**src/hw/rtl/cba_pkg.sv**
```systemverilog
`timescale 1ns / 1ps

package cba_pkg;

	localparam int BLOCKS = 2048;
	localparam int FILES  = 64;

	localparam int BLK_W  = $clog2(BLOCKS);
	localparam int CNT_W  = BLK_W + 1;
	localparam int ID_W   = $clog2(FILES);
	localparam int SIZE_W = 24;
	localparam int BS_W   = 17;
	localparam int STEP_W = $clog2(SIZE_W + 1);

	localparam logic [BS_W-1:0] BS_RESET = BS_W'(512);
	localparam logic [BS_W-1:0] BS_MAX   = BS_W'(65536);

	localparam logic MODE_ALLOC = 1'b0;
	localparam logic MODE_FREE  = 1'b1;

	localparam logic [1:0] POL_FIRST   = 2'd0;
	localparam logic [1:0] POL_BEST    = 2'd1;
	localparam logic [1:0] POL_WORST   = 2'd2;
	localparam logic [1:0] POL_INVALID = 2'd3;

	localparam logic [1:0] ST_OK      = 2'd0;
	localparam logic [1:0] ST_NOSPACE = 2'd1;
	localparam logic [1:0] ST_INVALID = 2'd2;

	localparam int NUM_PRESET = 4;
	localparam int PRESET_BUSY [NUM_PRESET] = '{3, 6, 9, 17};

	typedef struct packed {
		logic             scan_go;
		logic [CNT_W-1:0] need;
		logic [1:0]       policy;
		logic             mark_go;
		logic [BLK_W-1:0] mark_start;
		logic [CNT_W-1:0] mark_count;
		logic             mark_value;
	} cba_map_cmd_t;

	typedef struct packed {
		logic             clearing;
		logic             scan_done;
		logic             found;
		logic [BLK_W-1:0] start;
		logic             mark_busy;
	} cba_map_sts_t;

	function automatic logic is_preset(input logic [BLK_W-1:0] addr);
		logic hit;
		hit = 1'b0;
		for (int k = 0; k < NUM_PRESET; k++) begin
			if (PRESET_BUSY[k] < BLOCKS && addr == BLK_W'(PRESET_BUSY[k]))
				hit = 1'b1;
		end
		return hit;
	endfunction

endpackage

```
**src/hw/rtl/cba_map.sv**
```systemverilog
`timescale 1ns / 1ps

module cba_map (
	input  logic                  clk,
	input  logic                  arst_n,
	input  cba_pkg::cba_map_cmd_t cmd,
	output cba_pkg::cba_map_sts_t sts
);
	import cba_pkg::*;

	logic map_mem [BLOCKS];

	// clearing pass
	logic             clr_q;
	logic [BLK_W-1:0] clr_addr_q;

	// scan
	logic             scan_q;
	logic [BLK_W:0]   rd_addr_q;
	logic             rd_vld_s1;
	logic             rd_sent_s1;
	logic [BLK_W-1:0] idx_s1;
	logic             rd_data_s1;
	logic [CNT_W-1:0] run_len_q;
	logic [BLK_W-1:0] run_start_q;
	logic [CNT_W-1:0] best_len_q;
	logic [BLK_W-1:0] best_start_q;
	logic             found_q;
	logic             done_q;
	logic [CNT_W-1:0] need_q;
	logic [1:0]       pol_q;

	// mark
	logic [BLK_W:0]   mk_addr_q;
	logic [CNT_W-1:0] mk_left_q;
	logic             mk_val_q;

	logic             issue;
	logic             bit_free;
	logic             run_end;
	logic             fits;
	logic             take;
	logic             we;
	logic [BLK_W-1:0] wa;
	logic             wd;

	assign issue    = scan_q && (rd_addr_q <= (BLK_W+1)'(BLOCKS));
	assign bit_free = rd_vld_s1 && !rd_sent_s1 && rd_data_s1;
	assign run_end  = rd_vld_s1 && !bit_free && (run_len_q != '0);
	assign fits     = run_len_q >= need_q;

	always_comb begin
		case (pol_q)
			POL_FIRST: take = fits && !found_q;
			POL_BEST:  take = fits && (!found_q || run_len_q < best_len_q);
			default:   take = !found_q || run_len_q > best_len_q;
		endcase
	end

	assign we = clr_q || ((mk_left_q != '0) && (mk_addr_q < (BLK_W+1)'(BLOCKS)));
	assign wa = clr_q ? clr_addr_q : mk_addr_q[BLK_W-1:0];
	assign wd = clr_q ? !is_preset(clr_addr_q) : mk_val_q;

	always_ff @(posedge clk) begin
		if (we)
			map_mem[wa] <= wd;
		rd_data_s1 <= map_mem[rd_addr_q[BLK_W-1:0]];
	end

	always_ff @(posedge clk or negedge arst_n) begin
		if (!arst_n) begin
			clr_q      <= 1'b1;
			clr_addr_q <= '0;
			scan_q     <= 1'b0;
			rd_addr_q  <= '0;
			rd_vld_s1  <= 1'b0;
			done_q     <= 1'b0;
			mk_left_q  <= '0;
		end else begin
			if (clr_q) begin
				clr_addr_q <= clr_addr_q + 1'b1;
				if (clr_addr_q == BLK_W'(BLOCKS - 1))
					clr_q <= 1'b0;
			end

			rd_vld_s1 <= issue;
			done_q    <= 1'b0;
			if (cmd.scan_go) begin
				scan_q    <= 1'b1;
				rd_addr_q <= '0;
			end else begin
				if (issue)
					rd_addr_q <= rd_addr_q + 1'b1;
				if (rd_vld_s1 && rd_sent_s1) begin
					scan_q <= 1'b0;
					done_q <= 1'b1;
				end
			end

			if (cmd.mark_go)
				mk_left_q <= cmd.mark_count;
			else if (mk_left_q != '0)
				mk_left_q <= mk_left_q - 1'b1;
		end
	end

	always_ff @(posedge clk) begin
		rd_sent_s1 <= rd_addr_q == (BLK_W+1)'(BLOCKS);
		idx_s1     <= rd_addr_q[BLK_W-1:0];

		if (cmd.scan_go) begin
			need_q    <= cmd.need;
			pol_q     <= cmd.policy;
			found_q   <= 1'b0;
			run_len_q <= '0;
		end else if (rd_vld_s1) begin
			if (bit_free) begin
				if (run_len_q == '0)
					run_start_q <= idx_s1;
				run_len_q <= run_len_q + 1'b1;
			end else begin
				run_len_q <= '0;
				if (run_end && take) begin
					found_q      <= 1'b1;
					best_start_q <= run_start_q;
					best_len_q   <= run_len_q;
				end
			end
		end

		if (cmd.mark_go) begin
			mk_addr_q <= {1'b0, cmd.mark_start};
			mk_val_q  <= cmd.mark_value;
		end else if (mk_left_q != '0) begin
			mk_addr_q <= mk_addr_q + 1'b1;
		end
	end

	// worst fit may pick a run shorter than needed
	assign sts.clearing  = clr_q;
	assign sts.scan_done = done_q;
	assign sts.found     = found_q && (best_len_q >= need_q);
	assign sts.start     = best_start_q;
	assign sts.mark_busy = mk_left_q != '0;

endmodule

```
**config.mk**
```make
export PLATFORM = sky130hd
export DESIGN_NAME = cba_map
export DESIGN_NICKNAME = d
export VERILOG_FILES = /design/src/hw/rtl/cba_pkg.sv /design/src/hw/rtl/cba_map.sv
export SDC_FILE = /design/constraint.sdc
export NUM_CORES = 2
export LEC_CHECK = 0
export BUFFER_PORTS_ARGS = -buffer_cell sky130_fd_sc_hd__buf_2
export CORE_ASPECT_RATIO = 0.6
export CORE_MARGIN = 2
export CORE_UTILIZATION = 25
export DETAILED_ROUTE_END_ITERATION = 8
export PLACE_DENSITY_LB_ADDON = 0.1
export REMOVE_ABC_BUFFERS = 1
export SLEW_MARGIN = 40
export SYNTH_ARGS = -nofsm -noshare
export SYNTH_HDL_FRONTEND = slang
export SYNTH_SLANG_ARGS = --single-unit
```
**constraint.sdc**
```tcl
create_clock -name clk -period 92.9 [get_ports clk]
set_input_delay 0 -clock clk [delete_from_list [all_inputs] [get_ports clk]]
set_output_delay 0 -clock clk [all_outputs]
set_load 0.02 [all_outputs]
```
After elaboration in Yosys (flattened, before gate mapping)
Memory sizes are Yosys's and may differ from the RTL's. A register that Yosys moved wholly into a read port is not among the register bits. Cells that the tools add are included.

Register bits after elaboration: 125. Memory bits (writable): 2048. Bits of input ports: 42. Output and inout port bits: 15. Logic and storage cells: 90. Memories kept: 1.

Add/subtract/negate cells: 5. Magnitude comparators: 6. Equal/unequal tests: 7. Multiplexer cells: 22. Bitwise operators: 2. Reductions and logical operators: 28.

Memories: map_mem (depth 2048, bits a word 1, rd ports 1, clocked after memory_dff 1, wr ports 1, line cba_map.sv:11) `logic map_mem [BLOCKS];`.

Operator list (number): two-way mux 12 bit (5); adder 12 x 1 -> 12 bit, second input constant (3); two-way mux 11 bit (3); greater-or-equal comparator 12 bit (2); nonzero test 12 bit (2); two-way mux 1 bit (13); equality test 12 bit, second input constant (1); > comparator 12 bit (1); less-or-equal comparator 12 bit, second input constant (1); zero test 12 bit (1); less-than comparator 12 bit (1); less-than comparator 12 bit, second input constant (1); subtractor 12 x 1 -> 12 bit, second input constant (1); adder 11 x 1 -> 11 bit, second input constant (1); equality test 11 bit, second input constant (1); equality test 11 x 2 -> 1 bit, second input constant (1); equality test 11 x 3 -> 1 bit, second input constant (1); equality test 11 x 4 -> 1 bit, second input constant (1); equality test 11 x 5 -> 1 bit, second input constant (1); logical AND 1 bit (11); AND reduction 4 bit (2); nonzero test 2 bit (3); zero test 1 bit (4); logical OR 1 bit (3); other kinds (5) (6).

Logic depth before layout (Yosys ltp)
Depth after elaboration: 8. Gate-level depth with buffers: 17. Mapped depth without buffers: 11.

Worst setup path after synthesis
No wires, ideal clock.

Path kind: register -> register. From: reg clr_q. To: mem map_mem[0], data pin. Arrival time: 55.886 ns. Data required time: 81.711 ns. Setup slack: 25.825 ns. Stages on the path, launching flop included: 6. Path buffers: 3. Period minus slack after synthesis: 67.075 ns. Path through: dfstp_2 -> buf_2 -> buf_1 -> clkbuf_1 -> nor2_1 -> a21oi_1.

Word-level cells in the longest chain between the ends: 1.

RTL lines: start, declared (line cba_map.sv:14) `logic clr_q;`; start signal, assigned (line cba_map.sv:72) `clr_q <= 1'b1;`; start signal, assigned (line cba_map.sv:83) `clr_q <= 1'b0;`; two-way mux 1 bit (line cba_map.sv:62) `assign wd = clr_q ? !is_preset(clr_addr_q) : mk_val_q;`; named net wd (line cba_map.sv:45) `logic wd;`; end, declared (line cba_map.sv:11).

The timed path passes the listed nets, and every way through them passes these cells.

==> flow_metrics.env <==
export IMPL_slew_limit_headroom_pct=35.4
export IMPL_peakVddDrop_uv=15.0
export IMPL_synth_ff_type="edfxtp_1"
export IMPL_place_gp_congestion=0.760
export IMPL_crit_path_frequent_cell="buf_4"
export IMPL_r2r_start="rd_addr_q[1]"
export IMPL_period_share_pct=6.47
export IMPL_die_area_um2=386000
export IMPL_cts_sinks=2174
export IMPL_min_from="cmd[24]"
export IMPL_cts_tree="yes"
export IMPL_routedWlPerCell_um=31.6
export IMPL_start_util_pct=25.1
export IMPL_internal_power_mw=1.63
export IMPL_skew_ps=60.2
export IMPL_cts_buffers=231
export IMPL_synth_top_area_share_pct=66.5
export IMPL_firstDrtPassIters=5
export IMPL_core_um2=379000
export IMPL_maxCapViolCount=0
export IMPL_critPathSlowestCell="dfrtp_4"
export IMPL_hold_violations=0
export IMPL_clkPwrFrac_pct=41.3
export IMPL_cts_hold_repair_buffers=123
export IMPL_worst_slew_pin_slew_ps=965
export IMPL_syn_area_um2=95100
export IMPL_grt_busiest_layer="met1"
export IMPL_clock_fmax_mhz=166
export IMPL_syn_inst=6589
export IMPL_layout_commonest_cell="nor2_1"
export IMPL_antenna_found_initial=35
export IMPL_ant_nets=0
export IMPL_io_buffers=56
export IMPL_p_leak_nw=32.2
export IMPL_startpoint="rd_addr_q[1]"
export IMPL_async_reset_ff_share_pct=1.79
export IMPL_io_pin_count=57
export IMPL_synth_edf_count=2108
export IMPL_clockBufferDepth=4
export IMPL_grt_max_degree=148
export IMPL_gr_total_overflow=0
export IMPL_nNetsFinal=6705
export IMPL_fillers=38319
export IMPL_yosysUniqueCellTypes=79
export IMPL_routed_wirelength_um=375000
export IMPL_combPwrFrac_pct=9.1
export IMPL_switchingPower_mw=0.563
export IMPL_drc_errors=0
export IMPL_finalSetupViolations=0
export IMPL_grt_pass1_wl_um=509000
export IMPL_arrival_ps=6880
export IMPL_crit_path_end_kind="flip-flop"
export IMPL_met2_usage_pct=28.4
export IMPL_worstPathCellList="buf_4 > buf_4 > buf_4 > buf_4 > mux4_2 > mux2i_1 > o22ai_1 > nor2_1 > a211oi_2 > nor4_1 > o31ai_1 > o41ai_1 > a32oi_1"
export IMPL_die_w_um=800
export IMPL_synthTopCellsByArea="edfxtp_1 67%, mux4_2 11%, nor2_1 8.5%"
export IMPL_yosysWarnings=0
export IMPL_grt_pass1_vias=57713
export IMPL_layout_min_cycle_time_ps=6010
export IMPL_root_buffer="clkbuf_16"
export IMPL_cts_setup_buffers=0
export IMPL_power_density_nw_per_um2=20.1
export IMPL_post_cts_resize_count=0
export IMPL_rsz0062_at_grt="false"
export IMPL_status="completed"
export IMPL_use_met3_pct=3.01
export IMPL_switching_share_pct=25.6
export IMPL_rows=175
export IMPL_use_met1_pct=29.4
export IMPL_cp_start_kind="flip-flop"
export IMPL_ys_seq_area_share_pct=68.1
export IMPL_h_tree_depth=4
export IMPL_die_h_um=482
export IMPL_slowest_delay_ps=790
export IMPL_hold_path_class="input pin to flip-flop"
export IMPL_layout_common_cells="2128 x nor2_1, 2108 x edfxtp_1, 465 x mux4_2"
export IMPL_routed_via_density=4.94
export IMPL_crit_type="flip-flop to flip-flop"
export IMPL_area_growth_pct=15.0
export IMPL_synth_largest_area_cell="edfxtp_1"
export IMPL_grt_util_all_layers_pct=19.1
export IMPL_power_share_sequential_pct=49.7
export IMPL_setup_tns_final_ps=0
export IMPL_avgSynthCellArea_um2=14.4
export IMPL_whs_ps=97.0
export IMPL_vias=58504
export IMPL_cp_max_fo=38
export IMPL_slew_violations=0
export IMPL_hpwl_um=204000
export IMPL_layout_drive_gt1_share_pct=17.8
export IMPL_critPathRequiredTime_ps=93770
export IMPL_drtIter0Drc=6944
export IMPL_worst_skew_pair_late_latency_ps=940
export IMPL_clk_pin_slew_ps=60
export IMPL_synth_seq_cells=2174
## metrics by stage
stage	power, mW	instances	util [%]	worst slack [ps]	instance area (um^2)
after detailed placement	1.31	11304	26.7	86740	101000
after CTS	2.22	11841	28.9	86730	109000
final	2.20	11848	28.9	86890	109000
after global placement	1.30	11275	26.4	86020	100000
after floorplan	1.34	5980	-	26270	91700
after global routing	2.26	11843	28.9	86670	109000
## flip-flops by register name, summed over array words and instances (netlist names), 12 cells and up
register	count
mk_left_q	12
map_mem	2048
rd_addr_q	12
need_q	12
run_len_q	12
best_len_q	12
mk_addr_q	12
## worst max-delay path, delay by kind of cell (launching register included)
kind	cells	cell delay [ps]
simple gates	2	250
buf+inv	4	2460
mux	2	460
compound gates	5	1830
flops	1	790
## final timing paths
| kind | endpoint | slack, ps | depth (start not counted) |
|---|---|---|---|
| setup / recovery | rd_data_s1 | 86890 | 13 |
| hold / removal | mk_addr_q[11] | 100 | 3 |
| setup reg to reg | rd_data_s1 | 86890 | 13 |
| hold reg to reg | run_start_q[9] | 400 | 0 |
| max in group asynchronous | rd_addr_q[0] | 91980 | 4 |
| min in group asynchronous | mk_left_q[10] | 300 | 4 |
## kinds of logic (layout without fill, tap and decap cells)
kind of cell             after synthesis  count (layout)  share of synthesized area (%)
multiplexers                         654             654                           13.0
buffers and inverters                660             870                           3.85
flip-flops                          2174            2174                           68.1
AND/OR/NAND/NOR                     2577            2577                           10.9
XOR/XNOR                              35              35                          0.322
adder cells (fa/ha/maj)               45              45                          0.592
other                                  0               5                              0
AO/OA/AOI/OAI                        444             444                           3.18
## cell usage after synthesis (12+ instances only)
cell type / number
o31ai_1: 12
nand2_8: 16
buf_6: 109
inv_1: 48
clkbuf_1: 281
xnor2_1: 25
o221ai_1: 22
edfxtp_1: 2108
o21ai_0: 71
nor2_1: 2154
nor3_1: 46
buf_1: 22
dfxtp_1: 27
a21oi_1: 73
a22oi_1: 66
buf_2: 154
ha_1: 45
a21o_1: 20
mux4_2: 465
a311oi_1: 16
dfrtp_1: 38
a221oi_1: 22
buf_4: 42
nand4_1: 17
a31oi_1: 26
o22ai_1: 37
a211oi_1: 19
nand2b_1: 14
nand3_1: 47
nand2_1: 208
mux2i_1: 179
## routing by layer
layer / routed length [um] / vias to the layer above
met1: 183000 / 31986
li1: - / 24293
met5: 12 / -
met2: 161000 / 1860
met4: 6900 / 2
met3: 24200 / 363
## cell type report
cell class	instances	area (um^2)	share of cell area, %
antenna	5	12.5	0.0114
clock buffer	293	6090	5.56
clock inverter	121	852	0.779
inverter	51	200	0.183
multi-input combinational	3755	27300	24.9
sequential	2174	64800	59.3
tap	5044	6310	5.77
timing repair buffer	405	3850	3.52
## power groups by stage
stage	sequential, mW	clock [mW]	combinational [mW]
2_1_floorplan	1.20	0	0.141
3_3_place_gp	1.11	0	0.189
3_5_place_dp	1.11	0	0.196
4_1_cts	1.09	0.929	0.201
5_1_grt	1.09	0.963	0.209
6_report	1.09	0.906	0.199
Note: power is estimated with default switching activity, not from simulation.
