`config.mk`:
```
export PLATFORM = sky130hd
export DESIGN_NAME = cba_ftab
export DESIGN_NICKNAME = d
export VERILOG_FILES = /design/src/hw/rtl/cba_pkg.sv /design/src/hw/rtl/cba_ftab.sv
export SDC_FILE = /design/constraint.sdc
export NUM_CORES = 1
export LEC_CHECK = 0
export BUFFER_PORTS_ARGS = -buffer_cell sky130_fd_sc_hd__buf_2
export CORE_ASPECT_RATIO = 1.4
export CORE_UTILIZATION = 50
export DETAILED_ROUTE_END_ITERATION = 8
export GPL_TIMING_DRIVEN = 0
export PLACE_DENSITY = 0.65
export SLEW_MARGIN = 20
export SYNTH_ARGS = -nofsm -noshare
export SYNTH_HDL_FRONTEND = slang
export SYNTH_SLANG_ARGS = --single-unit
```
`constraint.sdc`:
```
create_clock -name clk -period 4.2 [get_ports clk]
set_clock_uncertainty 0.2 [all_clocks]
set_input_delay 0.42 -clock clk [delete_from_list [all_inputs] [get_ports clk]]
set_output_delay 0.42 -clock clk [all_outputs]
set_load 0.02 [all_outputs]
```
`src/hw/rtl/cba_pkg.sv`:
```
`timescale 1ns / 1ps

package cba_pkg;

	localparam int BLOCKS = 2048;
	localparam int FILES  = 64;

	localparam int BLK_W  = $clog2(BLOCKS);
	localparam int CNT_W  = BLK_W + 1;
	localparam int ID_W   = $clog2(FILES);
	localparam int SIZE_W = 24;
	localparam int BS_W   = 17;
	localparam int STEP_W = $clog2(SIZE_W + 1);

	localparam logic [BS_W-1:0] BS_RESET = BS_W'(512);
	localparam logic [BS_W-1:0] BS_MAX   = BS_W'(65536);

	localparam logic MODE_ALLOC = 1'b0;
	localparam logic MODE_FREE  = 1'b1;

	localparam logic [1:0] POL_FIRST   = 2'd0;
	localparam logic [1:0] POL_BEST    = 2'd1;
	localparam logic [1:0] POL_WORST   = 2'd2;
	localparam logic [1:0] POL_INVALID = 2'd3;

	localparam logic [1:0] ST_OK      = 2'd0;
	localparam logic [1:0] ST_NOSPACE = 2'd1;
	localparam logic [1:0] ST_INVALID = 2'd2;

	localparam int NUM_PRESET = 4;
	localparam int PRESET_BUSY [NUM_PRESET] = '{3, 6, 9, 17};

	typedef struct packed {
		logic             scan_go;
		logic [CNT_W-1:0] need;
		logic [1:0]       policy;
		logic             mark_go;
		logic [BLK_W-1:0] mark_start;
		logic [CNT_W-1:0] mark_count;
		logic             mark_value;
	} cba_map_cmd_t;

	typedef struct packed {
		logic             clearing;
		logic             scan_done;
		logic             found;
		logic [BLK_W-1:0] start;
		logic             mark_busy;
	} cba_map_sts_t;

	function automatic logic is_preset(input logic [BLK_W-1:0] addr);
		logic hit;
		hit = 1'b0;
		for (int k = 0; k < NUM_PRESET; k++) begin
			if (PRESET_BUSY[k] < BLOCKS && addr == BLK_W'(PRESET_BUSY[k]))
				hit = 1'b1;
		end
		return hit;
	endfunction

endpackage

```
`src/hw/rtl/cba_ftab.sv`:
```
`timescale 1ns / 1ps

module cba_ftab (
	input  logic                      clk,
	input  logic                      arst_n,
	input  logic [cba_pkg::ID_W-1:0]  rd_id,
	output logic [cba_pkg::BLK_W-1:0] rd_start,
	output logic [cba_pkg::CNT_W-1:0] rd_len,
	input  logic                      we,
	input  logic [cba_pkg::ID_W-1:0]  wr_id,
	input  logic [cba_pkg::BLK_W-1:0] wr_start,
	input  logic [cba_pkg::CNT_W-1:0] wr_len
);
	import cba_pkg::*;

	logic [BLK_W+CNT_W-1:0] tab_mem [FILES];
	logic [FILES-1:0]       valid_q;
	logic [BLK_W+CNT_W-1:0] rd_data_s1;
	logic                   rd_vld_s1;

	always_ff @(posedge clk) begin
		if (we)
			tab_mem[wr_id] <= {wr_start, wr_len};
		rd_data_s1 <= tab_mem[rd_id];
	end

	// entries never written read as zero
	always_ff @(posedge clk or negedge arst_n) begin
		if (!arst_n) begin
			valid_q   <= '0;
			rd_vld_s1 <= 1'b0;
		end else begin
			if (we)
				valid_q[wr_id] <= 1'b1;
			rd_vld_s1 <= valid_q[rd_id];
		end
	end

	assign rd_start = rd_vld_s1 ? rd_data_s1[BLK_W+CNT_W-1:CNT_W] : '0;
	assign rd_len   = rd_vld_s1 ? rd_data_s1[CNT_W-1:0] : '0;

endmodule

```
* After elaboration in Yosys (flattened, before gate mapping)
Memory sizes are Yosys's and may differ from the RTL's. A register that Yosys moved wholly into a read port is not among the register bits.
Cells that the tools add are included.
** Cells by class
- Reductions and logical operators :: 1
- Multiplexer cells :: 8
- Magnitude comparators :: 3
- Bitwise gates (word level) :: 1
** Operators with widths (number)
- $or 64x64->64 :: 1
- $lt 6x7->1 const B :: 2
- $mux 12 :: 1
- $mux 11 :: 1
- $bmux 1 s6 :: 1
- $demux 1 s6 :: 1
- $ge 6x1->1 const B :: 1
- $mux 1 :: 4
- $logic_and 1x1->1 :: 1
** Word-level totals
- Flip-flop bits (word level) :: 65
- Memories kept :: 1
- Logic and storage cells :: 16
- Memory bits (writable) :: 1472
- Output and inout bits :: 23
** Memories
- tab_mem :: words 64, width 23, rd ports 1, clocked after Yosys merged registers in 1, wr ports 1, line cba_ftab.sv:16 : logic [BLK_W+CNT_W-1:0] tab_mem [FILES];

* Logic depth before layout (Yosys ltp)
Gate-level depths: netlist (run 1).
- Depth after elaboration :: 5
- Depth in mapped cells :: 9

* Worst setup path after synthesis (run 1)
OpenSTA, ideal clock, no wires.
- Path type :: input to register
- Start :: in wr_id[3] in the netlist's numbering
- End :: mem tab_mem[48][0] in the netlist's numbering (enable)
- Data required time :: 3567 ps
- Buffers on the path :: 1
- Arrival time :: 2704 ps
- Cell stages on the path :: 4
- Setup slack :: 862 ps
- Path through :: clkbuf_1 > nand4b_1 > or2_2 > nor3_1
** RTL lines
- from (decl) :: line cba_ftab.sv:10 : input logic [cba_pkg::ID_W-1:0] wr_id,
- to (decl) :: line cba_ftab.sv:16
Straight into the memory's write port.

==> results of run 1 <==
per-stage QoR:
stage,instances,util (%)
3_3_place_gp,4181,52.5
5_1_grt,4512,58.3
3_5_place_dp,4251,54.4
6_report,4515,58.3
2_1_floorplan,2628,-
4_1_cts,4512,58.3
cell families after synthesis:
family          after synthesis  synth area share (%)
simple gates                300                  2.71
buf+inv                     138                  1.31
compound gates              185                  2.01
mux                         445                  15.7
flops                      1560                  78.3
synthesized netlist by cell type, types with 18 or more instances:
library cell,number
edfxtp_1,1472
mux4_2,383
nor2_1,78
dfrtp_1,65
or2_2,65
o22ai_1,64
clkbuf_1,57
mux2i_1,46
a22oi_1,43
a21oi_1,42
nand2_1,40
nand3_1,37
buf_2,30
and2_1,24
buf_4,23
dfxtp_1,23
o221ai_1,18
report_power, final:
part           leakage (uW)  total [uW]  switching, uW  internal (uW)
registers            0.0143       17300           90.5          17300
clock network       0.00225       12800           5640           7210
logic               0.00513        1940           1240            707
per-layer routing:
metal | global-route usage, % | up-vias | part of all wire (%)
met5 | 0 | - | 0.031
met4 | 13.0 | 8 | 5.4
met3 | 6.74 | 334 | 8.6
met2 | 43.9 | 1484 | 50
met1 | 32.6 | 15500 | 36
li1 | - | 11600 | -
worst reg2reg max path: cells and delay by family, from the launching register on:
kind	cells	cell delay (ns)
buf+inv	1	0.58
compound gates	1	0.12
flops	1	0.37
simple gates	2	0.40
mux	2	0.73
final timing paths:
path	from	to	cells past startpoint
setup / recovery	rd_id[2]	rd_data_s1[9]	10
max in group asynchronous	arst_n	valid_q[43]	4
min in group asynchronous	arst_n	valid_q[6]	4
hold / removal	wr_start[10]	tab_mem[52][22]	1
hold reg to reg	valid_q[63]	valid_q[63]	1
setup reg to reg	tab_mem[45][9]	rd_data_s1[9]	6
area by class of cell:
class | count | area (sq um)
antenna | 3 | 7.51
timing repair buffer | 129 | 2010
sequential | 1560 | 46300
inverter | 2 | 7.51
fill | 8211 | 48600
clock buffer | 185 | 3860
clock inverter | 70 | 711
buffer | 136 | 769
tap | 1500 | 1880
multi-input combinational | 930 | 12500
what timing repair did:
item                                   CTS  global route
setup endpoints to repair                0             0
gates resized for setup                  0             0
endpoints found under the hold margin   95             0
hold buffers                             6             0
sequential cells by signal, indices dropped and copies added (netlist names):
name	flops
tab_mem	1472
valid_q	64
rd_data_s1	23
rd_vld_s1	1
==> results.ini, run 1 <==
[timing]
setup_viol = 0
slew_headroom_pct = 22.0
tightest_slew_ns = 1.17
slew_viol_final = 0
worst_slack_ns = 0.454
timing.hold.ws_ns = 0.0312
rsz0062_at_grt = false
fin_setup_tns_ns = 0
fin_crit_sh_pct = 89.2
finalHoldViolations = 0
max_freq_mhz = 267
finalCriticalPeriod_ns = 3.75

[worst_setup_path]
cp_slowest_cell = clkbuf_1
path_class = in -> reg
critPathArrivalTime_ns = 4.19
cpPeakStageDelay_ns = 0.91
path_common_cell = buf_2
start_kind = input port
crit_chain = buf_2, buf_2, buf_2, clkbuf_1, mux4_2, a22oi_1, nand3_1, nand4_1, o21ai_1, dlygate4sd3_1
path_buf_inv = 5
cp_top_family = buffers and inverters
worstSetupEndpointType = flop
critical_path.max_fanout = 10
rrSetupSlack_ns = 1.67
crit_required_ns = 4.64

[die]
core_sq_um = 117000
io_pins = 61
fp-row-count = 148
die_w_microns = 293
start_util_pct = 50.7
die_area_sq_um = 120000
die_y_microns = 409

[detailed_routing]
drc = 0
dr.pass1.iters = 6
ant_nets = 0
vias_per_cell = 6.42
wl_per_cell_microns = 34.5
vias = 29000
dr.first_iter.drc_count = 3297
wl_microns = 156000

[logic_synthesis]
ys.flop_type = edfxtp_1
yosysWarnings = 0
postSynthAreaPerCell_sq_um = 22.5
synth_top_area_share_pct = 74.8
seq_area_frac_synth_pct = 78.3
async_reset_ff_share_pct = 4.17
synthTopCellsByArea = edfxtp_1 (75%), mux4_2 (15%), dfrtp_1 (2.8%)
synth_cell_types = 38
synth-seq-cells = 1560
syn_inst = 2628
synth-edff-count = 1472
yosys.area.top_type = edfxtp_1
syn_area_sq_um = 59100
synthesis.nets = 2666

[status]
status = completed

[layout]
post-route-cell-area_sq_um = 68100
layout_commonest_cell = edfxtp_1
layout.nets = 2940
final_cell_mix = edfxtp_1 (1472), mux4_2 (383), clkbuf_16 (146)
area_delta_synth_final_pct = 15.1
drive_above_1_share_pct = 31.0

[clock_tree]
cts_buffer_depth = 3
cts_max_level = 4
clk_pin_slew_ns = 0.06
cts-root-buf = clkbuf_16
postCtsSetupBuffers = 0
clock_latency_ns = 0.77
cts_buffers = 143
cts_tree = done
cts.sink_count = 1560

[placement]
dpl-instance-area_sq_um = 63400
gp_congestion = 0.901
portBuffers = 53
hpwl_microns = 103000
post-place-ws_ns = 0.319

[global_route]
grt_pass1_wl_microns = 220000
grt_max_degree = 65
grt_pass1_vias = 29600
grt.total_usage_pct = 26.5
grt_overflow_total = 0
antenna_found_initial = 7

[min_path]
hold_path.class = in -> reg

[power_and_ir_drop]
power_density_nw_per_um2 = 472
p_total_uw = 32100
ir_drop_mv = 0.465
p_leak_uw = 0.0216

[run]
max_cap_violations = 0

Power figures use the tool's default switching activity.
==> run 2, diff against run 1 <==
--- a/config.mk
+++ b/config.mk
@@ -7,10 +7,10 @@
 export LEC_CHECK = 0
 export BUFFER_PORTS_ARGS = -buffer_cell sky130_fd_sc_hd__buf_2
 export CORE_ASPECT_RATIO = 1.4
-export CORE_UTILIZATION = 50
+export CORE_UTILIZATION = 45
 export DETAILED_ROUTE_END_ITERATION = 8
 export GPL_TIMING_DRIVEN = 0
-export PLACE_DENSITY = 0.65
+export REMOVE_ABC_BUFFERS = 1
 export SLEW_MARGIN = 20
 export SYNTH_ARGS = -nofsm -noshare
 export SYNTH_HDL_FRONTEND = slang
==> results.ini, run 2 (synthesis results as in run 1) <==
[layout]
final_cells = 4666  ; +3.3%
area_delta_synth_final_pct = 15.7
utilization_pct = 52.4  ; -6.0 points
layout.nets = 2830  ; -3.7%
largest_register_ffs = 1472  ; unchanged
final_cell_mix = edfxtp_1 (1472), mux4_2 (383), clkbuf_16 (151)
drive_above_1_share_pct = 31.3  ; +0.29 points
regMostFlops = tab_mem
layout_commonest_cell = edfxtp_1
largestRegisters = tab_mem x1472, valid_q x64, rd_data_s1 x23

[die]
die_w_microns = 308  ; +5.4%
die_area_sq_um = 133000  ; +11%
core_sq_um = 131000  ; +12%
fp-row-count = 157  ; +6.1%
io_pins = 61  ; unchanged
die_y_microns = 431  ; +5.4%
start_util_pct = 45.3  ; -5.4 points

[power_and_ir_drop]
switchingPower_uw = 6780  ; -2.7%
ir_drop_mv = 0.387  ; -17%
p_int_uw = 25600  ; +1.8%
power_density_nw_per_um2 = 474  ; +0.31%
p_comb_share_pct = 5.5  ; -0.5 points
p_total_uw = 32400  ; +0.80%
power.share.sequential_pct = 53.6  ; -0.4 points
p_sw_share_pct = 20.9  ; -0.75 points
p_leak_uw = 0.0216  ; -0.34%
clockPowerShare_pct = 40.9  ; +0.9 points

[status]
status = completed

[timing]
slew_viol_final = 0  ; unchanged
finalHoldViolations = 0  ; unchanged
rsz0062_at_grt = false
fin_crit_sh_pct = 83.2  ; -6.0 points
setup_viol = 0  ; unchanged
worst_slack_ns = 0.704  ; +0.250 ns
fin_setup_tns_ns = 0  ; unchanged
tightest_slew_ns = 1.15  ; -0.0191 ns
finalCriticalPeriod_ns = 3.50  ; -0.250 ns
max_freq_mhz = 286  ; +7.2%
slew_headroom_pct = 23.3  ; +1.3 points

[clock_tree]
cts_tree = done
cts-root-buf = clkbuf_16
cts.sink_count = 1560  ; unchanged
cts_resized = 0  ; unchanged
cts_buffers = 142  ; -0.70%
cts-hold-fix-buffers = 5  ; -1
postCtsSetupBuffers = 0  ; unchanged
clock_latency_ns = 0.76  ; about the same
cts_max_level = 4  ; unchanged
clk_pin_slew_ns = 0.07  ; about the same
cts_buffer_depth = 3  ; unchanged

[global_route]
grt_pass1_vias = 29000  ; -1.9%
grt_pass1_wl_microns = 210000  ; -4.6%
grt_max_degree = 88  ; +35%
grt_overflow_total = 0  ; unchanged
grt.total_usage_pct = 22.6  ; -4.0 points
antenna_found_initial = 12  ; +5

[detailed_routing]
ant_nets = 0  ; unchanged
dr.pass1.iters = 6  ; unchanged
wl_microns = 146000  ; -6.1%
dr.first_iter.drc_count = 2764  ; -16%
wl_per_cell_microns = 31.4  ; -9.2%
vias = 27600  ; -4.8%
vias_per_cell = 5.92  ; -7.9%
drc = 0  ; unchanged

[worst_setup_path]
rrSetupSlack_ns = 1.85  ; +0.18 ns
start_kind = input port
critPathArrivalTime_ns = 3.94  ; -0.25 ns
worstSetupEndpointType = flop
critical_path.max_fanout = 61  ; +51
crit_required_ns = 4.64  ; about the same
path_class = in -> reg

[placement]
post-place-ws_ns = -0.152  ; -0.471 ns
hpwl_microns = 90900  ; -12%
place_inst = 4392  ; +3.3%
portBuffers = 60  ; +13%
gp_congestion = 0.764  ; -15%

[run]
max_cap_violations = 0  ; unchanged

[min_path]
hold_path.class = in -> async

run 2: changes by cell type in the layout (fill, tap and decap cells not counted), moves of 5 or more:
cell and change:
clkinvlp_4 +9, buf_12 +7, clkinv_1 -5, diode_2 +7
clkbuf_1 -62, buf_2 -28, buf_4 -20, buf_6 -14
buf_16 +10, buf_1 -7, clkbuf_8 +14, clkbuf_16 +5
clkinv_2 -5
run 2: power by group through the flow:
stage | Clock (uW) | Sequential [uW] | Combinational [uW]
floorplan | 0 | 17600 | 806
global placement | 0 | 17700 | 1930
detailed placement | 0 | 17700 | 1790
CTS | 13500 | 17400 | 1800
global route | 14000 | 17400 | 1880
finish | 13300 | 17400 | 1770
run 2: final timing paths:
kind                                 from             to  depth (start not counted)
hold reg to reg               valid_q[45]    valid_q[45]                          1
setup reg to reg           tab_mem[31][7]  rd_data_s1[7]                          5
setup / recovery                 rd_id[0]  rd_data_s1[1]                          9
max in group asynchronous          arst_n     valid_q[4]                          3
min in group clk                wr_len[9]  tab_mem[7][9]                          1
hold / removal                     arst_n    valid_q[36]                          2
run 2: routing by layer:
metal	share of wire [%]	wire, microns	GRT usage [%]
met1	38	56100	29.0
met2	52	76600	38.7
met3	5.8	8540	3.78
met4	3.5	5160	8.09
met5	0.014	20	0
run 2: per-stage QoR:
step / cell area (sq um) / hold slack, ns
2_1_floorplan: 58400 / -0.0756
3_3_place_gp: 60800 / 0.245
3_5_place_dp: 63500 / 0.248
4_1_cts: 68300 / 0.00515
5_1_grt: 68400 / 0.00992
6_report: 68400 / 0.0185
run 2: area by class of cell:
type	count	area [sq um]
Fill cell	9877	62200
Sequential cell	1560	46300
Multi-Input combinational cell	930	12600
Clock buffer	198	4160
Timing Repair Buffer	156	2520
Tap cell	1749	2190
Clock inverter	61	648
Antenna cell	10	25.0
Inverter	2	7.51
run 2: worst max-delay path: stages:
cell,delay [ns]
buf_8,0.08
buf_16,0.32
buf_16,0.38
buf_16,0.33
buf_16,0.40
mux4_2,0.57
a21oi_1,0.28
nand3_1,0.44
and4_1,0.37
