--- src/hw/rtl/cba_pkg.sv ---
`timescale 1ns / 1ps

package cba_pkg;

	localparam int BLOCKS = 2048;
	localparam int FILES  = 64;

	localparam int BLK_W  = $clog2(BLOCKS);
	localparam int CNT_W  = BLK_W + 1;
	localparam int ID_W   = $clog2(FILES);
	localparam int SIZE_W = 24;
	localparam int BS_W   = 17;
	localparam int STEP_W = $clog2(SIZE_W + 1);

	localparam logic [BS_W-1:0] BS_RESET = BS_W'(512);
	localparam logic [BS_W-1:0] BS_MAX   = BS_W'(65536);

	localparam logic MODE_ALLOC = 1'b0;
	localparam logic MODE_FREE  = 1'b1;

	localparam logic [1:0] POL_FIRST   = 2'd0;
	localparam logic [1:0] POL_BEST    = 2'd1;
	localparam logic [1:0] POL_WORST   = 2'd2;
	localparam logic [1:0] POL_INVALID = 2'd3;

	localparam logic [1:0] ST_OK      = 2'd0;
	localparam logic [1:0] ST_NOSPACE = 2'd1;
	localparam logic [1:0] ST_INVALID = 2'd2;

	localparam int NUM_PRESET = 4;
	localparam int PRESET_BUSY [NUM_PRESET] = '{3, 6, 9, 17};

	typedef struct packed {
		logic             scan_go;
		logic [CNT_W-1:0] need;
		logic [1:0]       policy;
		logic             mark_go;
		logic [BLK_W-1:0] mark_start;
		logic [CNT_W-1:0] mark_count;
		logic             mark_value;
	} cba_map_cmd_t;

	typedef struct packed {
		logic             clearing;
		logic             scan_done;
		logic             found;
		logic [BLK_W-1:0] start;
		logic             mark_busy;
	} cba_map_sts_t;

	function automatic logic is_preset(input logic [BLK_W-1:0] addr);
		logic hit;
		hit = 1'b0;
		for (int k = 0; k < NUM_PRESET; k++) begin
			if (PRESET_BUSY[k] < BLOCKS && addr == BLK_W'(PRESET_BUSY[k]))
				hit = 1'b1;
		end
		return hit;
	endfunction

endpackage

--- src/hw/rtl/cba_div.sv ---
`timescale 1ns / 1ps

module cba_div (
	input  logic                       clk,
	input  logic                       arst_n,
	input  logic                       start,
	input  logic [cba_pkg::SIZE_W-1:0] dividend,
	input  logic [cba_pkg::BS_W-1:0]   divisor,
	output logic                       done,
	output logic [cba_pkg::SIZE_W-1:0] quot,
	output logic [cba_pkg::BS_W-1:0]   rem
);
	import cba_pkg::*;

	logic              busy_q;
	logic              done_q;
	logic [STEP_W-1:0] cnt_q;
	logic [SIZE_W-1:0] quot_q;
	logic [BS_W-1:0]   rem_q;
	logic [BS_W-1:0]   div_q;
	logic [BS_W:0]     trial;
	logic              fits;

	// restoring division, one quotient bit per cycle
	assign trial = {rem_q, quot_q[SIZE_W-1]};
	assign fits  = trial >= {1'b0, div_q};

	always_ff @(posedge clk or negedge arst_n) begin
		if (!arst_n) begin
			busy_q <= 1'b0;
			done_q <= 1'b0;
			cnt_q  <= '0;
		end else begin
			done_q <= 1'b0;
			if (start) begin
				busy_q <= 1'b1;
				cnt_q  <= '0;
			end else if (busy_q) begin
				cnt_q <= cnt_q + 1'b1;
				if (cnt_q == STEP_W'(SIZE_W - 1)) begin
					busy_q <= 1'b0;
					done_q <= 1'b1;
				end
			end
		end
	end

	always_ff @(posedge clk) begin
		if (start) begin
			quot_q <= dividend;
			rem_q  <= '0;
			div_q  <= divisor;
		end else if (busy_q) begin
			quot_q <= {quot_q[SIZE_W-2:0], fits};
			if (fits)
				rem_q <= BS_W'(trial - {1'b0, div_q});
			else
				rem_q <= trial[BS_W-1:0];
		end
	end

	assign done = done_q;
	assign quot = quot_q;
	assign rem  = rem_q;

endmodule

--- config.mk ---
export PLATFORM = sky130hd
export DESIGN_NAME = cba_div
export DESIGN_NICKNAME = d
export VERILOG_FILES = /design/src/hw/rtl/cba_pkg.sv /design/src/hw/rtl/cba_div.sv
export SDC_FILE = /design/constraint.sdc
export NUM_CORES = 1
export LEC_CHECK = 0
export ABC_AREA = 1
export BUFFER_PORTS_ARGS = -buffer_cell sky130_fd_sc_hd__buf_4
export CORE_ASPECT_RATIO = 0.75
export CORE_MARGIN = 2
export CORE_UTILIZATION = 36
export CTS_BUF_LIST = sky130_fd_sc_hd__clkbuf_16
export DETAILED_ROUTE_END_ITERATION = 6
export RECOVER_POWER = 25
export SLEW_MARGIN = 20
export SYNTH_ARGS = -nofsm -noshare
export SYNTH_HDL_FRONTEND = slang
export SYNTH_SLANG_ARGS = --single-unit
export TNS_END_PERCENT = 100
--- constraint.sdc ---
create_clock -name clk -period 2.35 [get_ports clk]
set_input_delay 0.235 -clock clk [delete_from_list [all_inputs] [get_ports clk]]
set_output_delay 0.235 -clock clk [all_outputs]
set_load 0.005 [all_outputs]
Yosys cells after proc, flatten, opt, wreduce, memory -nomap -nowiden
Index checks and enable logic that the tools add are counted.
W data, S select, Z words.
Word-level totals
  memory bits (writable): 0
  ROM bits: 0
  output and inout bits: 42
  register bits after elaboration: 65
  latch bits: 0
  memories: 0
Operators by class
  div/mod/pow operators: 0
  reduce and logical (&&, ||, !) cells: 1
  order comparisons: 1
  $mul: 0
  shift-type cells: 0
  bitwise operators: 0
  eq/ne operators: 1
  muxes and demuxes: 11
  add/sub/neg operators: 2
Operators by type and width (number)
  $mux W24: 2
  $ge A18 B17 Y1: 1
  $mux W17: 1
  $sub A17 B17 Y17: 1
  $mux W5: 2
  $mux W1: 6
  $add A5 B1 Y5 const B: 1
  $eq A5 B5 Y1 const B: 1
  $reduce_bool A2 Y1: 1

Depth between registers and ports, before layout
Gate-level depths: netlist (run 1).
  word-level depth: 4
  gate-level depth with buffers: 15
  mapped depth without buffers: 14

Worst setup path after synthesis (run 1)
No wires, ideal clock.
  kind: reg-to-reg
  start point: register quot_q[23], in the netlist quot[23]
  end point: register quot_q[0], in the netlist quot[0], data pin
  clock period less this slack: 1.932 ns
  arrival: 1.664 ns
  path buffers: 2
  slack: 0.418 ns
  cell stages (with the launch flop): 11
  path through: edfxtp_1 inv_1 ha_1 inv_1 fa_1 nand3_1 nand3_2 nand2_2 buf_6 buf_8 a31oi_1
On the way
  word-level cells in the longest chain between the ends: 3
Ends and longest elaborated chain
  start: declaration: RTL line cba_div.sv:18  | logic [SIZE_W-1:0] quot_q;
  start signal: assignment: RTL line cba_div.sv:50  | quot_q <= dividend;
  start signal: assignment: RTL line cba_div.sv:54  | quot_q <= {quot_q[SIZE_W-2:0], fits};
  $ge A18 B17 Y1: RTL line cba_div.sv:26  | assign fits = trial >= {1'b0, div_q};
  $mux W24: RTL line cba_div.sv:53  | end else if (busy_q) begin
  $mux W24: RTL line cba_div.sv:49  | if (start) begin
Every way passes these cells. The select of a mux whose other input is x is not followed.
A chain may end at the register's enable or synchronous reset.

Worst setup path in the final report (run 1)
  start point: register quot_q[23], in the netlist quot[23]
  end point: register rem_q[12], in the netlist rem[12]
On the way
  word-level cells in the longest chain between the ends: 2
  elaborated cells between the ends (all ways): 3
Ends and longest elaborated chain
  $sub A17 B17 Y17 / $ge A18 B17 Y1 (equally long branches): RTL line cba_div.sv:56, cba_div.sv:26
  $mux W17 (*): RTL line cba_div.sv:55  | if (fits)
  end signal: assignment: RTL line cba_div.sv:56  | rem_q <= BS_W'(trial - {1'b0, div_q});
  end signal: assignment: RTL line cba_div.sv:58  | rem_q <= trial[BS_W-1:0];
  end: declaration: RTL line cba_div.sv:19  | logic [BS_W-1:0] rem_q;
Every way passes the cells marked *; elsewhere a longest branch is shown, timed or not.

==> results of run 1 <==
## registers in the layout, indices dropped and copies added (netlist names)
| register | count |
|---|---|
| cnt_q | 5 |
| quot | 24 |
| rem | 17 |
| done | 1 |
| div_q | 17 |
| busy_q | 1 |
## what timing repair did
| item | 4_1_cts | 5_1_grt |
|---|---|---|
| hold buffers | 1 | 0 |
| gates resized for setup | 0 | 2 |
| endpoints found under the setup margin | 0 | 14 |
| endpoints found under the hold margin | 7 | 0 |
## area by class of cell
cell class	count	area [um2]
multi-input cells	342	1720
clock buffers	9	225
repair buffers	95	708
inverters	76	285
well taps	136	170
fillers	1058	5420
clock inverters	7	93.8
flip-flops and latches	65	1750
## worst max-delay path, cell delays in order (launching register included)
cell and delay (ns):
edfxtp_1 0.39, inv_1 0.10, ha_1 0.15, inv_1 0.08, fa_2 0.37, nand3_1 0.10, nand3_1 0.14, nand2_1 0.10
nand2_1 0.14, nand2_1 0.12, nand2_1 0.05, nand2_1 0.08, nand3_1 0.09, nand3_1 0.08, nand2_1 0.05
## how the worst max path moves through the flow
| stage | from | endpoint | cells past startpoint |
|---|---|---|---|
| final | quot[23]$_DFFE_PP_ | rem[12]$_SDFFE_PP0P_ | 14 |
| after detailed placement | quot[23]$_DFFE_PP_ | rem[4]$_SDFFE_PP0P_ | 11 |
| after floorplan | quot[23]$_DFFE_PP_ | quot[0]$_DFFE_PP_ | 10 |
| after global placement | quot[23]$_DFFE_PP_ | rem[9]$_SDFFE_PP0P_ | 11 |
| after CTS | quot[23]$_DFFE_PP_ | rem[12]$_SDFFE_PP0P_ | 14 |
| after global routing | quot[23]$_DFFE_PP_ | rem[16]$_SDFFE_PP0P_ | 14 |
## where the power goes
group | total (mW) | internal (mW) | switching, mW
logic | 1.94 | 0.821 | 1.12
registers | 1.55 | 1.41 | 0.148
clock network | 1.43 | 0.929 | 0.504
total | 4.93 | 3.16 | 1.77
## metal layers
layer	up-vias	wire length (um)	track usage, %	part of all wire, %
met5	-	0	0	0
met4	0	142	5.40	1.5
met3	15	844	7.01	8.7
met2	117	3910	26.4	40
met1	1509	4760	25.4	49
li1	1749	-	-	-
## placed cells by master (no fill, tap or decap), types with 2 or more instances in the layout
cell and count:
clkbuf_1 2, nand2_4 3, nor2_4 2, dfxtp_1 17
nand2_2 4, clkbuf_16 9, xnor2_1 8, nand2_1 194
nand3_1 45, ha_1 18, nor3_1 6, nor2_1 17
nor2_2 5, inv_1 76, a21oi_1 12, nand3_2 2
nand3b_1 8, clkbuf_4 17, inv_6 2, o21ai_0 10
bufinv_16 2, dfrtp_1 7, edfxtp_1 41, buf_4 75
## per-stage QoR
stage                     setup WS [ns]  hold slack, ns  util [%]  cell area, um2
after floorplan                   0.418         -0.0606         -            3850
after global placement            0.265          0.0512      44.6            4620
after detailed placement          0.207          0.0548      44.6            4620
after CTS                         0.134          0.0619      47.8            4950
after global routing            0.00642          0.0775      47.8            4950
final                             0.218          0.0980      47.8            4950
## cells by family (layout without fill, tap and decap cells)
family,after synthesis,after routing
compound gates,25,25
buf+inv,89,187
flops,65,65
simple gates,290,290
xor+xnor,8,8
fa+ha+maj,19,19
==> out/results.txt, run 1 <==
Status - complete, no violations
Final Hold Vio Count - 0
Final Slew Violations - 0
Main combinational cell family by area after synthesis - simple AND/OR/NAND/NOR gates
# rows - 32
YS warnings - 0
Final nets - 652
Per-cell routed wire length - 13.2 um
Data required, critical path - 2.57 ns
Vias/cell - 4.64
Netlist cell types - 31
Core area - 0.0104 mm2
Worst path arrival time - 2.36 ns
Unrepaired setup endpoints after global routing - false
Starting Density - 37.2%
Commonest cells in the netlist - nand2_1, inv_1, nand3_1, edfxtp_1, ha_1
Ys flop type - edfxtp_1
Synth top area share - 31.9%
Setup TNS - 0 ns
CP Max Fanout - 3
DR DRC count - 0
Clock Tree Root - clkbuf_16
Antenna violations before repair - 0
Synth top area cells - edfxtp_1, nand2_1, dfxtp_1
Cell Count, Final, Fillers Out - 730
Worst Tran Pin Value - 1.24 ns
Tmin final - 2.13 ns
Vias in the first global route - 3364
Detailed Route WL - 9.66 mm
TritonCTS buffer count - 9
Syn Nets - 559
PortBufs - 85
Vias - 3390
Leak - 2.57 nW
Yosys top cell by area - edfxtp_1
Total of max-cap violations - 0
Global-route wire length before repair - 16.3 mm
XOR/XNOR Fraction of Synth Area - 1.82%
Clk Latency, worst-skew pair - 0.33 ns
Top-count cell post-synth - nand2_1
Reg-to-reg setup timing slack - 0.22 ns
Avg Cell Area, Syn - 7.77 um2
CTS max path bufs - 2
HP Class - in2reg
Final period utilization - 90.7%
CTS tree - yes
FMAX - 0.469 GHz
Die Area - 0.0116 mm2
Pwr dens - 995 mW/mm2
Hpwl dp - 7.16 mm
Total Power - 4.93 mW
Gr ovfl total - 0
Synthesized-area fraction occupied by adder cells - 6.36%
EDFF count, synth - 41
Die Span Y - 93.6 um
Yosys reg bits - 65
Die X - 123 um
Fraction of layout instances using a drive strength above 1 - 21.4%
CP startpoint kind - register
DRT Pass-1 Iters - 4
Critical R2R Launch - quot[23]$_DFFE_PP_
Routability Congestion - 0.892
Crit end category - register
WHS Path Cells - 1
Cell count after synthesis - 496
Final setup fails - 0
Layout area overhead - 28.5%
Hold Startpoint - divisor[9]
Clock-pin slew on the worst setup and hold paths - 0.06 ns
Simple-gate share of the synthesized area - 32.8%
Worst Reg-to-Reg Cells - 14
Initial DRC count - 178
Worst min-delay path endpoint - div_q[9]$_DFFE_PP_
Normalized max-slew margin - 17.6%
Asr flop ratio synth - 10.8%
Post-synthesis compound-gate area fraction - 3.51%
WS Path Type - reg2reg
CTS H-Tree Depth - 3
Num ports - 86
Largest net degree at the start of global routing - 30
Synthesized cell area - 0.00385 mm2
Post-CTS setup buffers - 0
Multiplexer share of the synthesized area - 0%
Worst reg2reg endpoint - rem[12]$_SDFFE_PP0P_
Worst Skew - 0.00855 ns
# placed instances - 713
Antenna-violating nets left - 0
CTS sink count - 65
Seq/Total Area, Yosys - 45.3%
GRT Util Overall - 18.3%
Antenna fix cells - 0
VDD IR-drop max - 0.000435 V
Note: power is estimated with default switching activity, not from simulation.
==> inputs of run 2 (changes only) <==
- CORE_UTILIZATION: 36 -> 50
- CTS_BUF_LIST: sky130_fd_sc_hd__clkbuf_16 -> sky130_fd_sc_hd__clkbuf_2 sky130_fd_sc_hd__clkbuf_4 sky130_fd_sc_hd__clkbuf_8
- PLACE_DENSITY_LB_ADDON: not set -> 0.08
==> run 2 against run 1 <==
Effect of this change:
- combinational power hardly changed
- global-route usage up 4.5 points
- sequential share of layout area up 1.3 points
- final area down 3.6%
- flip-flop and latch count is the same
- critical endpoint is now rem[14]$_SDFFE_PP0P_
==> out/results.txt, run 2 (synthesis results as in run 1) <==
Leading cell type in the layout, fill and taps excluded - nand2_1
Critical R2R Launch - quot[23]$_DFFE_PP_
TritonCTS buffer count - 9 (unchanged)
Final instance area - 0.00477 mm2 (-3.6%)
Antenna fix cells - 0 (unchanged)
Per-cell routed wire length - 13.1 um (-1.1%)
DR DRC count - 0 (unchanged)
Largest register FFs - 24 (unchanged)
Starting Density - 52.1% (+15 points)
PortBufs - 85 (unchanged)
DP Worst Slack - 0.242 ns (+0.0351 ns)
Num ports - 86 (unchanged)
CTS sink count - 65 (unchanged)
HP Class - in2reg
FMAX - 0.465 GHz (-0.91%)
Final Hold Vio Count - 0 (unchanged)
CP Max Fanout - 3 (unchanged)
Leak - 2.51 nW (-2.3%)
Vias - 3426 (+1.1%)
Hpwl dp - 6.74 mm (-5.9%)
Vias/cell - 4.93 (+6.2%)
Final nets - 652 (unchanged)
Core area - 0.00740 mm2 (-29%)
Largest net degree at the start of global routing - 29 (-3.3%)
Cell Count, Final, Fillers Out - 695 (-4.8%)
Setup TNS - 0 ns (unchanged)
CTS max path bufs - 2 (unchanged)
Status - complete, no violations
Clock-pin slew on the worst setup and hold paths - 0.08 ns (+0.02 ns)
Worst min-delay path endpoint - div_q[8]$_DFFE_PP_
Data required, critical path - 2.59 ns (+0.02 ns)
Worst Skew - 0.0102 ns (+0.00170 ns)
Die Area - 0.00843 mm2 (-27%)
Vias in the first global route - 3131 (-6.9%)
Final WS setup - 0.199 ns (-0.0195 ns)
Antenna-violating nets left - 0 (unchanged)
Worst Reg-to-Reg Cells - 14 (unchanged)
Hold Startpoint - divisor[8]
Clk Latency, worst-skew pair - 0.35 ns (+0.02 ns)
Antenna violations before repair - 0 (unchanged)
Reg-to-reg setup timing slack - 0.20 ns (-0.02 ns)
Total Power - 4.45 mW (-9.7%)
# placed instances - 678 (-4.9%)
Gr ovfl total - 0 (unchanged)
Die Span Y - 80.0 um (-14%)
Crit end category - register
GRT Util Overall - 22.8% (+4.5 points)
CTS tree - yes
Clock Tree Root - clkbuf_8
Worst Tran Pin Value - 1.01 ns (-0.226 ns)
WS Path Type - reg2reg
Placement Cell Area - 0.00458 mm2 (-0.95%)
CP startpoint kind - register
Worst reg2reg endpoint - rem[14]$_SDFFE_PP0P_
Fin util - 64.5% (+17 points)
Final period utilization - 91.5% (+0.83 points)
DRT Pass-1 Iters - 5 (+1)
CTS H-Tree Depth - 3 (unchanged)
Fraction of layout instances using a drive strength above 1 - 21.0% (-0.34 points)
Post-CTS setup buffers - 0 (unchanged)
Routability Congestion - 0.952 (+6.8%)
VDD IR-drop max - 0.000438 V (+0.65%)
Tmin final - 2.15 ns (+0.0195 ns)
Normalized max-slew margin - 32.6% (+15 points)
Layout area overhead - 23.8%
Final setup fails - 0 (unchanged)
WHS - 0.0752 ns (-0.0229 ns)
Commonest cells after routing, fill and taps aside - nand2_1, inv_1, buf_4
Die X - 105 um (-15%)
Final Slew Violations - 0 (unchanged)
Total of max-cap violations - 0 (unchanged)
Worst path arrival time - 2.39 ns (+0.03 ns)
# rows - 27 (-16%)
Pwr dens - 932 mW/mm2 (-6.3%)
Detailed Route WL - 9.10 mm (-5.8%)
Initial DRC count - 204 (+15%)
Unrepaired setup endpoints after global routing - false
Global-route wire length before repair - 15.0 mm (-7.9%)
WHS Path Cells - 1 (unchanged)
[run 2: changes by cell type in the layout (fill, tap and decap cells not counted), sizes merged]
cell	change
clkinv	+3
buf	-1
bufinv	-1
inv	-1
clkbuf	+1
clkinvlp	-1
[run 2: cell type report]
| type | instances | area, um2 |
|---|---|---|
| clock inverter | 7 | 68.8 |
| multi-input combinational | 342 | 1720 |
| tap | 101 | 126 |
| fill | 663 | 2630 |
| timing repair buffer | 95 | 706 |
| sequential | 65 | 1750 |
| inverter | 76 | 285 |
| clock buffer | 9 | 124 |
[run 2: critical path: stages, from the launching register on]
cell      delay [ns]
edfxtp_1        0.38
inv_1           0.09
ha_1            0.15
inv_1           0.08
fa_1            0.42
nand3_1         0.11
nand3_1         0.14
nand2_1         0.10
nand2_1         0.11
nand2_1         0.12
nand2_1         0.06
nand2_1         0.05
nand3_1         0.10
nand3_1         0.10
nand2_1         0.05
[run 2: power breakdown]
part           leakage [nW]  total (mW)  internal (mW)  switching [mW]
clock                0.0991       0.956          0.490           0.466
combinational          1.76        1.95          0.818            1.13
sequential            0.660        1.55           1.40           0.143
total                  2.51        4.45           2.71            1.74
[run 2: how the worst max path moves through the flow]
stage	start	endpoint	slack, ns	cells after the start
finish	quot[23]$_DFFE_PP_	rem[14]$_SDFFE_PP0P_	0.20	14
global route	quot[23]$_DFFE_PP_	rem[9]$_SDFFE_PP0P_	0.04	11
CTS	quot[23]$_DFFE_PP_	rem[14]$_SDFFE_PP0P_	0.22	14
detailed placement	quot[23]$_DFFE_PP_	rem[14]$_SDFFE_PP0P_	0.24	14
global placement	quot[23]$_DFFE_PP_	rem[4]$_SDFFE_PP0P_	0.31	11
floorplan	quot[23]$_DFFE_PP_	quot[0]$_DFFE_PP_	0.42	10
[run 2: per-layer routing]
layer  wire length, um  vias up  global-route usage, %
li1                  -     1753                      -
met5                 0        -                      0
met1              4640     1552                   33.7
met3               637       13                   5.96
met2              3740      108                   33.4
met4                76        0                   5.20
[run 2: what timing repair did]
action,4_1_cts,5_1_grt
hold buffers,1,0
hold endpoints to repair,7,0
gates resized for setup,0,0
==> inputs of run 3 (changes only) <==
- CORE_ASPECT_RATIO: 0.75 -> 2
- TNS_END_PERCENT: 100 -> 10
==> run 3 against run 2 <==
Effect of this change:
- fmax fell by 1.1%
- critical path type unchanged
- highest routed layer unchanged
- register-to-register slack got worse by 0.02 ns
- clock-buffer cell count rose by 4
==> out/results.txt, run 3 (synthesis results as in run 1) <==
FMAX - 0.460 GHz (-1.1%)
Antenna violations before repair - 0 (unchanged)
Reg area - 0.00175 mm2 (unchanged)
Final setup fails - 0 (unchanged)
Worst path arrival time - 2.47 ns (+0.08 ns)
# rows - 45 (+67%)
Routability Congestion - 0.949 (-0.38%)
CP startpoint kind - register
Final Slew Violations - 0 (unchanged)
Die X - 66.1 um (-37%)
Hpwl dp - 7.39 mm (+9.8%)
Crit end category - register
Detailed Route WL - 9.60 mm (+5.5%)
CP Max Fanout - 16 (+13)
Setup TNS - 0 ns (unchanged)
Data required, critical path - 2.65 ns (+0.06 ns)
VDD IR-drop max - 0.000533 V (+22%)
Core area - 0.00754 mm2 (+2.0%)
Fin util - 63.4% (-1.1 points)
Gr ovfl total - 0 (unchanged)
Switching power - 1.71 mW (-1.4%)
Clock-pin slew on the worst setup and hold paths - 0.07 ns (about the same)
Vias in the first global route - 3435 (+9.7%)
HP Class - in2reg
Leak - 2.52 nW (+0.39%)
TritonCTS buffer count - 9 (unchanged)
CTS H-Tree Depth - 3 (unchanged)
CTS sink count - 65 (unchanged)
WS Path Type - reg2reg
# placed instances - 672 (-0.88%)
Total of max-cap violations - 0 (unchanged)
Unrepaired setup endpoints after global routing - false
CTS max path bufs - 2 (unchanged)
Comb power frac - 43.2% (-0.6 points)
Clock Tree Root - clkbuf_8
Final WS setup - 0.176 ns (-0.0230 ns)
DP Worst Slack - 0.193 ns (-0.0491 ns)
Worst Reg-to-Reg Cells - 11 (-3)
Fraction of layout instances using a drive strength above 1 - 21.5% (+0.47 points)
Worst Skew - 0.00703 ns (-0.00322 ns)
Tmin final - 2.17 ns (+0.0230 ns)
Vias/cell - 5.00 (+1.5%)
Worst Tran Pin Value - 0.707 ns (-0.304 ns)
Cell Count, Final, Fillers Out - 689 (-0.86%)
Die Area - 0.00847 mm2 (+0.42%)
Die Span Y - 128 um (+60%)
WHS Path Cells - 1 (unchanged)
Final period utilization - 92.5% (+0.98 points)
Starting Density - 51.1% (-1.0 points)
Internal - 2.77 mW (+2.4%)
Largest register FFs - 24 (unchanged)
Normalized max-slew margin - 52.9% (+20 points)
DR DRC count - 0 (unchanged)
Antenna-violating nets left - 0 (unchanged)
Vias - 3448 (+0.64%)
Global-route wire length before repair - 15.5 mm (+3.4%)
Area taken by multi-input logic gates - 0.00172 mm2 (unchanged)
Per-cell routed wire length - 13.9 um (+6.4%)
Commonest cells after routing, fill and taps aside - nand2_1, inv_1, buf_4
Largest net degree at the start of global routing - 35 (+21%)
Final Hold Vio Count - 0 (unchanged)
DRT Pass-1 Iters - 6 (+1)
Clock power share - 22.1% (+0.6 points)
Pwr dens - 938 mW/mm2 (+0.69%)
Register share of total power - 34.7% (about the same)
Status - complete, no violations
Initial DRC count - 112 (-45%)
Clk Latency, worst-skew pair - 0.35 ns (about the same)
GRT Util Overall - 24.4% (+1.6 points)
Leading cell type in the layout, fill and taps excluded - nand2_1
Fillers - 721 (+8.7%)
Sw frac - 38.2% (-0.89 points)
CTS tree - yes
Final nets - 653 (+0.15%)
Num ports - 86 (unchanged)
PortBufs - 85 (unchanged)
Antenna fix cells - 0 (unchanged)
Layout area overhead - 24.1%
-- run 3: changes by cell type in the layout (fill, tap and decap cells not counted) --
cell	delta
buf_4	+1
clkbuf_4	+3
clkbuf_8	+1
clkinv_1	-2
clkinv_4	-1
clkinvlp_4	+1
inv_6	-2
-- run 3: worst paths after layout --
check,startpoint,endpoint,slack [ns]
max,quot[23]$_DFFE_PP_,rem[9]$_SDFFE_PP0P_,0.18
min in group asynchronous,arst_n,cnt_q[1]$_DFFE_PN0P_,0.31
max reg2reg,quot[23]$_DFFE_PP_,rem[9]$_SDFFE_PP0P_,0.18
min reg2reg,rem[7]$_SDFFE_PP0P_,rem[7]$_SDFFE_PP0P_,0.48
max in group asynchronous,arst_n,cnt_q[3]$_DFFE_PN0P_,1.76
min,divisor[12],div_q[12]$_DFFE_PP_,0.08
-- run 3: layer usage --
layer  GRT usage [%]  vias to the layer above  wire length (um)
li1                -                     1755                 -
met1            23.4                     1571              3300
met2            45.4                       95              5400
met3            6.06                       27               476
met4            13.4                        0               425
met5               0                        -                 0
-- run 3: cell type report --
class / count / area share [%]
multi-input cells: 342 / 35.9
repair buffers: 96 / 14.9
inverters: 76 / 5.97
clock buffers: 13 / 3.35
well taps: 94 / 2.46
flip-flops and latches: 65 / 36.5
clock inverters: 3 / 0.890
-- run 3: what timing repair did --
item,CTS,global route
gates resized for setup,0,0
buffers inserted,0,0
endpoints found under the hold margin,7,0
hold buffers,1,0
-- run 3: power by group through the flow --
stage                     combinational, mW  sequential [mW]  clock, mW
after detailed placement               1.94             1.58          0
after global routing                   2.18             1.58       1.05
after CTS                              1.95             1.56       1.02
final                                  1.94             1.56      0.993
after floorplan                        1.36             1.55          0
after global placement                 1.92             1.57          0
-- run 3: worst max-delay path, cell delays in order (launching register included) --
cell      delay (ns)
edfxtp_1        0.41
inv_1           0.09
ha_1            0.14
inv_1           0.06
fa_1            0.42
nand3_1         0.12
nand3_2         0.14
nand2_2         0.11
nand2_2         0.23
o21ai_0         0.20
nand3_1         0.12
nand2_1         0.07
-- run 3: per-stage QoR --
stage	area, um2	hold WS (ns)	total power, mW
final	4780	0.0790	4.49
after floorplan	3850	-0.0606	2.91
after global routing	4780	0.0707	4.81
after CTS	4790	0.0451	4.53
after detailed placement	4580	0.0522	3.52
after global placement	4580	0.0496	3.49
